## config.mk

```make
export PLATFORM = sky130hd
export DESIGN_NAME = two_sensor_actuator_controller_core
export DESIGN_NICKNAME = d
export VERILOG_FILES = /design/src/hw/rtl/tsac_pkg.sv /design/src/hw/rtl/tsac_decode.sv /design/src/hw/rtl/tsac_drive.sv /design/src/hw/rtl/two_sensor_actuator_controller_core.sv
export SDC_FILE = /design/constraint.sdc
export NUM_CORES = 1
export LEC_CHECK = 0
export ABC_AREA = 0
export BUFFER_PORTS_ARGS = -buffer_cell sky130_fd_sc_hd__buf_2
export CAP_MARGIN = 25
export CORE_UTILIZATION = 25
export DETAILED_ROUTE_END_ITERATION = 16
export PLACE_DENSITY = 0.44
export SLEW_MARGIN = 20
export SYNTH_ARGS = -nofsm -noshare
export SYNTH_HDL_FRONTEND = slang
export SYNTH_SLANG_ARGS = --single-unit
```

## constraint.sdc

```tcl
create_clock -name clk_i -period 9.02 [get_ports clk_i]
set_clock_uncertainty 0.05 [all_clocks]
set_input_delay 2.706 -clock clk_i [delete_from_list [all_inputs] [get_ports clk_i]]
set_output_delay 2.706 -clock clk_i [all_outputs]
set_load 0.005 [all_outputs]
```

## src/hw/rtl/tsac_pkg.sv

```systemverilog
// tsac_pkg: shared types and constants of the two-sensor actuator controller
// used by tsac_decode, tsac_drive and two_sensor_actuator_controller_core
`timescale 1ns / 1ps
`default_nettype none

package tsac_pkg;

  localparam int unsigned PinWordBitsDef = 32;
  localparam int unsigned PIN_IDX_W      = 6;
  localparam int unsigned CFG_IDX_W      = 3;
  localparam int unsigned CFG_DATA_W     = 8;

  localparam logic [PIN_IDX_W-1:0] NO_PIN = PIN_IDX_W'(32);

  // position codes
  localparam logic [1:0] LOC_MOVING = 2'd0;
  localparam logic [1:0] LOC_RESET  = 2'd1;
  localparam logic [1:0] LOC_ACTION = 2'd2;

  // latched message codes
  localparam logic [2:0] MSG_NONE      = 3'd0;
  localparam logic [2:0] MSG_ILLEGAL   = 3'd1;
  localparam logic [2:0] MSG_AT_RESET  = 3'd2;
  localparam logic [2:0] MSG_AT_ACTION = 3'd3;
  localparam logic [2:0] MSG_TIMEOUT   = 3'd4;

  // configuration register indexes
  localparam logic [CFG_IDX_W-1:0] CFG_RESET_SENSOR  = 3'd0;
  localparam logic [CFG_IDX_W-1:0] CFG_ACTION_SENSOR = 3'd1;
  localparam logic [CFG_IDX_W-1:0] CFG_RESET_DRIVE   = 3'd2;
  localparam logic [CFG_IDX_W-1:0] CFG_ACTION_DRIVE  = 3'd3;
  localparam logic [CFG_IDX_W-1:0] CFG_TICK_PERIOD   = 3'd4;
  localparam logic [CFG_IDX_W-1:0] CFG_MSG_ENABLE    = 3'd5;

  // reset values
  localparam logic [7:0]  TICK_PERIOD_RST = 8'd16;
  localparam logic [15:0] LIMIT_RST       = 16'd5000;

  typedef enum logic [1:0] {
    ACT_TICK  = 2'd0,
    ACT_GOTO  = 2'd1,
    ACT_CLEAR = 2'd2,
    ACT_NOP   = 2'd3
  } action_e;

  // sensor decode result
  typedef struct packed {
    logic [1:0] pos;
    logic       illegal;
  } decode_t;

endpackage

`default_nettype wire

```

## src/hw/rtl/tsac_decode.sv

```systemverilog
// tsac_decode: picks the two sensor bits from the sensor word and decodes position
// depends on tsac_pkg
`timescale 1ns / 1ps
`default_nettype none

module tsac_decode #(
  parameter int unsigned PIN_WORD_BITS = tsac_pkg::PinWordBitsDef
) (
  input  wire logic [PIN_WORD_BITS-1:0]       sensor_word_i,
  input  wire logic [tsac_pkg::PIN_IDX_W-1:0] reset_pin_i,
  input  wire logic [tsac_pkg::PIN_IDX_W-1:0] action_pin_i,
  output tsac_pkg::decode_t                   dec_o
);
  import tsac_pkg::*;

  logic r_bit;
  logic a_bit;

  // pins at or above the word width read as zero
  always_comb begin
    r_bit = 1'b0;
    a_bit = 1'b0;
    for (int i = 0; i < PIN_WORD_BITS; i++) begin
      if (reset_pin_i == PIN_IDX_W'(i)) begin
        r_bit = sensor_word_i[i];
      end
      if (action_pin_i == PIN_IDX_W'(i)) begin
        a_bit = sensor_word_i[i];
      end
    end
  end

  always_comb begin
    dec_o.pos     = LOC_MOVING;
    dec_o.illegal = 1'b0;
    if (reset_pin_i == NO_PIN) begin
      dec_o.illegal = 1'b1;
    end else if (action_pin_i == NO_PIN) begin
      dec_o.pos = r_bit ? LOC_ACTION : LOC_RESET;
    end else if (!r_bit && a_bit) begin
      dec_o.pos = LOC_RESET;
    end else if (r_bit && !a_bit) begin
      dec_o.pos = LOC_ACTION;
    end
  end

endmodule

`default_nettype wire

```

## src/hw/rtl/tsac_drive.sv

```systemverilog
// tsac_drive: sets or clears the two valve bits in the drive word
// depends on tsac_pkg
`timescale 1ns / 1ps
`default_nettype none

module tsac_drive #(
  parameter int unsigned PIN_WORD_BITS = tsac_pkg::PinWordBitsDef
) (
  input  wire logic [PIN_WORD_BITS-1:0]       drive_i,
  input  wire logic [tsac_pkg::PIN_IDX_W-1:0] reset_pin_i,
  input  wire logic [tsac_pkg::PIN_IDX_W-1:0] action_pin_i,
  input  wire logic                           apply_i,
  input  wire logic                           to_action_i,
  output logic      [PIN_WORD_BITS-1:0]       drive_o
);
  import tsac_pkg::*;

  always_comb begin
    drive_o = drive_i;
    for (int i = 0; i < PIN_WORD_BITS; i++) begin
      if (apply_i && reset_pin_i != NO_PIN && reset_pin_i == PIN_IDX_W'(i)) begin
        drive_o[i] = to_action_i;
      end
      if (apply_i && action_pin_i != NO_PIN && action_pin_i == PIN_IDX_W'(i)) begin
        drive_o[i] = !to_action_i;
      end
    end
  end

endmodule

`default_nettype wire

```

## src/hw/rtl/two_sensor_actuator_controller_core.sv

```systemverilog
// two_sensor_actuator_controller_core: top level of the pneumatic cylinder controller
// depends on tsac_pkg, tsac_decode, tsac_drive
//
// usage:
//   input channel in_valid_i/in_ready_o carries one transaction per item: an action
//   (tick, goto, clear message), the sensor word, the drive word to modify, a goal
//   position and a timeout in ms. the output channel out_valid_o/out_ready_i returns
//   exactly one result per item: updated drive word, position, latched message and
//   the pending flag.
//   an accepted item sits in an input register; once the result register is free, the
//   decode, drive update, 16x8 tick multiply and timeout compare run in one pass and
//   load the result register together with the controller state. the result is
//   registered, and one item is taken per cycle when the receiver keeps up.
//   when the receiver stalls, the result register holds, the input register fills
//   and in_ready_o drops until the result is taken; nothing is lost or repeated.
//   reset clears both valid flags, sets the configuration to its defaults (no pins,
//   16 ms tick, messages disabled) and the state to moving, target reset, count 0,
//   limit 5000 ms, no message. configuration is written through cfg_we_i while idle.
`timescale 1ns / 1ps
`default_nettype none

module two_sensor_actuator_controller_core #(
  parameter int unsigned PIN_WORD_BITS = tsac_pkg::PinWordBitsDef
) (
  input  wire logic                            clk_i,
  input  wire logic                            rst_ni,
  // configuration
  input  wire logic                            cfg_we_i,
  input  wire logic [tsac_pkg::CFG_IDX_W-1:0]  cfg_idx_i,
  input  wire logic [tsac_pkg::CFG_DATA_W-1:0] cfg_wdata_i,
  // input channel
  input  wire logic                            in_valid_i,
  output logic                                 in_ready_o,
  input  wire logic [1:0]                      action_i,
  input  wire logic [PIN_WORD_BITS-1:0]        sensor_word_i,
  input  wire logic [PIN_WORD_BITS-1:0]        drive_word_in_i,
  input  wire logic [1:0]                      goal_position_i,
  input  wire logic [15:0]                     limit_ms_i,
  // output channel
  output logic                                 out_valid_o,
  input  wire logic                            out_ready_i,
  output logic      [PIN_WORD_BITS-1:0]        drive_word_out_o,
  output logic      [1:0]                      position_now_o,
  output logic      [2:0]                      event_code_o,
  output logic                                 event_pending_o
);
  import tsac_pkg::*;

  // configuration registers
  logic [PIN_IDX_W-1:0] rs_pin_q, as_pin_q, rd_pin_q, ad_pin_q;
  logic [7:0]           period_q;
  logic                 msg_en_q;

  // controller state
  logic [1:0]  pos_q, pos_d;
  logic [1:0]  target_q, target_d;
  logic [15:0] cnt_q, cnt_d;
  logic [15:0] limit_q, limit_d;
  logic [2:0]  msg_q, msg_d;

  // input register
  logic                     s1_valid_q;
  action_e                  s1_action_q;
  logic [PIN_WORD_BITS-1:0] s1_sensor_q;
  logic [PIN_WORD_BITS-1:0] s1_drive_q;
  logic [1:0]               s1_goal_q;
  logic [15:0]              s1_limit_q;

  // result register
  logic                     out_valid_q;
  logic [PIN_WORD_BITS-1:0] res_drive_q, res_drive_d;
  logic                     res_pend_d;

  logic    in_fire;
  logic    s1_fire;
  decode_t dec;
  logic [PIN_WORD_BITS-1:0] drive_new;
  logic        apply_drive;
  logic [15:0] cnt_inc;
  logic [23:0] prod;

  assign s1_fire    = s1_valid_q && (!out_valid_q || out_ready_i);
  assign in_ready_o = !s1_valid_q || s1_fire;
  assign in_fire    = in_valid_i && in_ready_o;

  tsac_decode #(
    .PIN_WORD_BITS(PIN_WORD_BITS)
  ) u_decode (
    .sensor_word_i(s1_sensor_q),
    .reset_pin_i  (rs_pin_q),
    .action_pin_i (as_pin_q),
    .dec_o        (dec)
  );

  // drive is set towards the target while this tick's decoded position differs from it
  assign apply_drive = (dec.pos != target_q);

  tsac_drive #(
    .PIN_WORD_BITS(PIN_WORD_BITS)
  ) u_drive (
    .drive_i     (s1_drive_q),
    .reset_pin_i (rd_pin_q),
    .action_pin_i(ad_pin_q),
    .apply_i     (apply_drive),
    .to_action_i (target_q == LOC_ACTION),
    .drive_o     (drive_new)
  );

  assign cnt_inc = cnt_q + 16'd1;
  assign prod    = {8'd0, cnt_inc} * {16'd0, period_q};

  always_comb begin
    pos_d       = pos_q;
    target_d    = target_q;
    cnt_d       = cnt_q;
    limit_d     = limit_q;
    msg_d       = msg_q;
    res_drive_d = s1_drive_q;
    case (s1_action_q)
      ACT_TICK: begin
        if (dec.illegal) begin
          msg_d = MSG_ILLEGAL;
        end
        if (dec.pos != pos_q) begin
          if (dec.pos == LOC_RESET) begin
            msg_d = MSG_AT_RESET;
          end else if (dec.pos == LOC_ACTION) begin
            msg_d = MSG_AT_ACTION;
          end
        end
        pos_d       = dec.pos;
        res_drive_d = drive_new;
        cnt_d       = cnt_inc;
        if (prod >= {8'd0, limit_q}) begin
          msg_d = MSG_TIMEOUT;
          cnt_d = '0;
        end
      end
      ACT_GOTO: begin
        target_d = s1_goal_q;
        cnt_d    = '0;
        limit_d  = s1_limit_q;
      end
      ACT_CLEAR: begin
        msg_d = MSG_NONE;
      end
      default: begin
      end
    endcase
    res_pend_d = msg_en_q && (msg_d != MSG_NONE);
  end

  always_ff @(posedge clk_i or negedge rst_ni) begin
    if (!rst_ni) begin
      rs_pin_q <= NO_PIN;
      as_pin_q <= NO_PIN;
      rd_pin_q <= NO_PIN;
      ad_pin_q <= NO_PIN;
      period_q <= TICK_PERIOD_RST;
      msg_en_q <= 1'b0;
    end else if (cfg_we_i) begin
      unique case (cfg_idx_i)
        CFG_RESET_SENSOR:  rs_pin_q <= cfg_wdata_i[PIN_IDX_W-1:0];
        CFG_ACTION_SENSOR: as_pin_q <= cfg_wdata_i[PIN_IDX_W-1:0];
        CFG_RESET_DRIVE:   rd_pin_q <= cfg_wdata_i[PIN_IDX_W-1:0];
        CFG_ACTION_DRIVE:  ad_pin_q <= cfg_wdata_i[PIN_IDX_W-1:0];
        CFG_TICK_PERIOD:   period_q <= cfg_wdata_i;
        CFG_MSG_ENABLE:    msg_en_q <= cfg_wdata_i[0];
        default: begin
        end
      endcase
    end
  end

  always_ff @(posedge clk_i or negedge rst_ni) begin
    if (!rst_ni) begin
      pos_q    <= LOC_MOVING;
      target_q <= LOC_RESET;
      cnt_q    <= '0;
      limit_q  <= LIMIT_RST;
      msg_q    <= MSG_NONE;
    end else if (s1_fire) begin
      pos_q    <= pos_d;
      target_q <= target_d;
      cnt_q    <= cnt_d;
      limit_q  <= limit_d;
      msg_q    <= msg_d;
    end
  end

  always_ff @(posedge clk_i or negedge rst_ni) begin
    if (!rst_ni) begin
      s1_valid_q  <= 1'b0;
      out_valid_q <= 1'b0;
    end else begin
      if (in_fire) begin
        s1_valid_q <= 1'b1;
      end else if (s1_fire) begin
        s1_valid_q <= 1'b0;
      end
      if (s1_fire) begin
        out_valid_q <= 1'b1;
      end else if (out_ready_i) begin
        out_valid_q <= 1'b0;
      end
    end
  end

  always_ff @(posedge clk_i) begin
    if (in_fire) begin
      s1_action_q <= action_e'(action_i);
      s1_sensor_q <= sensor_word_i;
      s1_drive_q  <= drive_word_in_i;
      s1_goal_q   <= goal_position_i;
      s1_limit_q  <= limit_ms_i;
    end
    if (s1_fire) begin
      res_drive_q     <= res_drive_d;
      position_now_o  <= pos_d;
      event_code_o    <= msg_d;
      event_pending_o <= res_pend_d;
    end
  end

  assign out_valid_o      = out_valid_q;
  assign drive_word_out_o = res_drive_q;

  // a reported pending flag always comes with a real message
  assert property (@(posedge clk_i) disable iff (!rst_ni)
    out_valid_q |-> !(event_pending_o && event_code_o == MSG_NONE))
    else $error("pending flag without a message");

  // the input side only stalls when both registers are full and the output is held
  assert property (@(posedge clk_i) disable iff (!rst_ni)
    !in_ready_o |-> (s1_valid_q && out_valid_q && !out_ready_i))
    else $error("input stalled without backpressure");

  // decoded position never takes the unused code
  assert property (@(posedge clk_i) disable iff (!rst_ni)
    pos_q != 2'd3)
    else $error("position register holds an unused code");

  // a goto restarts the timeout count
  assert property (@(posedge clk_i) disable iff (!rst_ni)
    (s1_fire && s1_action_q == ACT_GOTO) |=> (cnt_q == 16'd0))
    else $error("tick count not cleared by goto");

endmodule

`default_nettype wire

```

==> impl_metrics.ini <==
[status]
outcome = finished, final reports clean

[power_and_ir_drop]
p_total_mw = 2.91
p_comb_share_pct = 30.8
power_density_nw_per_um2 = 181
p_sw_share_pct = 38.0
clockPowerShare_pct = 26.1
p_int_mw = 1.80
p_sw_mw = 1.11
ir_worst_vdd_v = 0.000109
p_leak_nw = 6.45
p_seq_share_pct = 43.1

[logic_synthesis]
yosysSeqAreaShare_pct = 39.4
yosys_warnings = 0
synth_top_area_share_pct = 26.1
synth_area_per_cell_um2 = 10.3
synth_edf_count = 122
synth_nets = 1613
synth.largest_area_cell = edfxtp_1
synth_flop_cell = edfxtp_1
ys_top_cells_by_area = edfxtp_1 26%, fa_1 12%, dfrtp_1 11%
synth_cells = 1368
netlist_area_um2 = 14000
async_flop_share_pct = 37.8
ys_seq_elements = 196
synth_cell_types = 92

[timing]
drv_slew = 0
post-route-min-period_ns = 8.22
rsz0062_at_grt = false
finalHoldViolCount = 0
worstMarginPinSlew_ns = 1.01
fmax_ghz = 0.122
fin_hold_ws_ns = 0.420
setup_ws_ns = 0.805
slew_headroom_pct = 32.4
setup_tns_ns = 0
period_share_pct = 91.1
finalSetupViolations = 0

[floorplan]
top_level_ports = 140
die_x_um = 239
die_area_um2 = 57200
coreArea_um2 = 55300
initial_core_util_pct = 25.4
rows = 86
die_h_um = 239

[critical_path]
rr_endpoint = cnt_q[6]$_DFFE_PN0P_
path_common_cell = fa_1
path_class = reg -> reg
cpLargestDelayFamily = adder cells
rr_startpoint = cnt_q[0]$_DFFE_PN0P_
critPathLaunch = cnt_q[0]$_DFFE_PN0P_
ff2ff_path_depth = 28
cpPeakStageDelay_ns = 0.57
worstSetupEndpoint = cnt_q[6]$_DFFE_PN0P_
critical_path_arrival_ns = 8.54
reg2reg_setup_slack_ns = 0.80
start_kind = register
cp_slowest_cell = dfrtp_1
crit_fanout = 21
cp.required_ns = 9.34
cp.depth = 28
endpoint_kind = register
cp_num_buf_inv = 1

[cts]
cts_resized = 0
cts-root-buf = clkbuf_16
clock_latency_ns = 0.49
cts.path.max_buffers = 2
cts_hold_buf = 0
h-tree-depth = 4
clk_pin_slew_ns = 0.09
cts_tree = built
cts_setup_buffers = 0
cts.sink_count = 196
cts_made_buffers = 17

[global_routing]
grt_pass1_wl_um = 62500
grt_overflow_total = 0
met2_usage_pct = 22.2
grt_pass1_vias = 10924
grt_max_degree = 57
grt_use_met1_pct = 19.3
antenna_found_initial = 10
track_usage_pct = 14.3
use_met3_pct = 3.89
grt.busiest_layer = met2

[routing]
wl_per_cell_um = 17.7
wl_um = 39800
first_pass_iters = 5
viasPerCell = 4.82
dr_total_vias = 10836
drc = 0
drt_iter0_drc = 700
ant_nets = 0

[place]
place.gp.congestion = 0.861
hpwl_um = 30500
numPortBuffers = 139
dpl_worst_slack_ns = 0.854

[cells_and_area]
mostFrequentLayoutCells = 170 x nand2_1, 138 x buf_2, 122 x inv_1, 122 x edfxtp_1, 84 x fa_1
fill_cells = 5918
area_growth_syn_to_layout_pct = 14.7
drive_gt1_share_pct = 18.0
final_common_cell = nand2_1
nets = 1729

[hold_path]
hold_class = reg -> reg

[job]
drv_cap = 0
==> layout make-up <==
cell class	instances	area, um2	share of cell area, %
well taps	748	936	5.81
diodes	4	10.0	0.0621
inverters	125	469	2.91
clock inverters	14	145	0.901
flip-flops and latches	196	5530	34.3
clock buffers	18	429	2.66
multi-input cells	995	7810	48.5
repair buffers	149	786	4.88
==> Yosys cell counts (9+ instances only) <==
cell type and n:
xnor2_1 14, and3_1 14, a31oi_1 11, nand3_1 34, nand2b_1 29, clkbuf_1 35
o22ai_1 22, mux2i_1 11, buf_2 11, fa_1 84, nor2b_1 23, dfstp_2 11
edfxtp_1 122, nor2_1 52, dfrtp_1 63, inv_1 123, nor3_1 17, ha_1 61
nor4_1 12, o21ai_0 77, nand4_1 17, nand2_1 170, o211ai_1 21, and2_1 52
mux2_2 50, a21oi_1 42, or3_1 9, xor2_1 14
==> power groups by stage <==
stage	Clock (mW)	Combinational, mW	Sequential, mW
floorplan	0	0.698	1.17
global placement	0	0.903	1.27
detailed placement	0	0.903	1.27
CTS	0.793	0.908	1.25
global route	0.824	1.02	1.28
finish	0.761	0.896	1.25
==> through the flow <==
| stage | instance area [um2] | utilization [%] | instances |
|---|---|---|---|
| floorplan | 14000 | - | 1368 |
| global placement | 15500 | 28.0 | 2212 |
| detailed placement | 15500 | 28.1 | 2213 |
| CTS | 16100 | 29.1 | 2245 |
| global route | 16100 | 29.1 | 2246 |
| finish | 16100 | 29.1 | 2249 |
==> how the worst min path moves through the flow <==
stage                            start                 endpoint  slack [ns]  depth (start not counted)
6_report       s1_limit_q[7]$_DFFE_PP_   limit_q[7]$_DFFE_PN1P_        0.42                          1
5_1_grt        s1_limit_q[7]$_DFFE_PP_   limit_q[7]$_DFFE_PN1P_        0.43                          1
4_1_cts        s1_limit_q[7]$_DFFE_PP_   limit_q[7]$_DFFE_PN1P_        0.42                          1
3_5_place_dp    s1_goal_q[0]$_DFFE_PP_  target_q[0]$_DFFE_PN1P_        0.42                          1
3_3_place_gp    s1_goal_q[0]$_DFFE_PP_  target_q[0]$_DFFE_PN1P_        0.42                          1
2_1_floorplan  s1_limit_q[0]$_DFFE_PP_   limit_q[0]$_DFFE_PN0P_        0.41                          1
==> worst register-to-register path, delay by kind of cell (launching register included) <==
family,cells,cell delay [ns]
compound gates,6,1.21
fa+ha+maj,7,2.92
buf+inv,1,0.20
flops,1,0.57
simple gates,12,2.45
xor+xnor,2,0.68
==> cells by family after synthesis <==
logic type / after synthesis / synth area share, %
adder cells (fa/ha/maj): 145 / 17.4
AND/OR/NAND/NOR: 477 / 17.4
XOR/XNOR: 28 / 1.75
flip-flops: 196 / 39.4
buffers and inverters: 177 / 5.09
AO/OA/AOI/OAI: 278 / 13.4
multiplexers: 67 / 5.53
==> registers in the layout, indices dropped and copies added, names as in the netlist, 8 cells and up <==
signal	cells
drive_word_out_o	32
s1_drive_q	32
s1_sensor_q	32
cnt_q	16
limit_q	16
s1_limit_q	16
period_q	8
==> per-layer routing <==
metal | vias to the layer above | share of wire [%]
met5 | - | 0.20
met4 | 12 | 1.5
met3 | 43 | 5.7
met2 | 246 | 46
met1 | 5400 | 47
li1 | 5135 | -
Note: power is estimated with default switching activity, not from simulation.
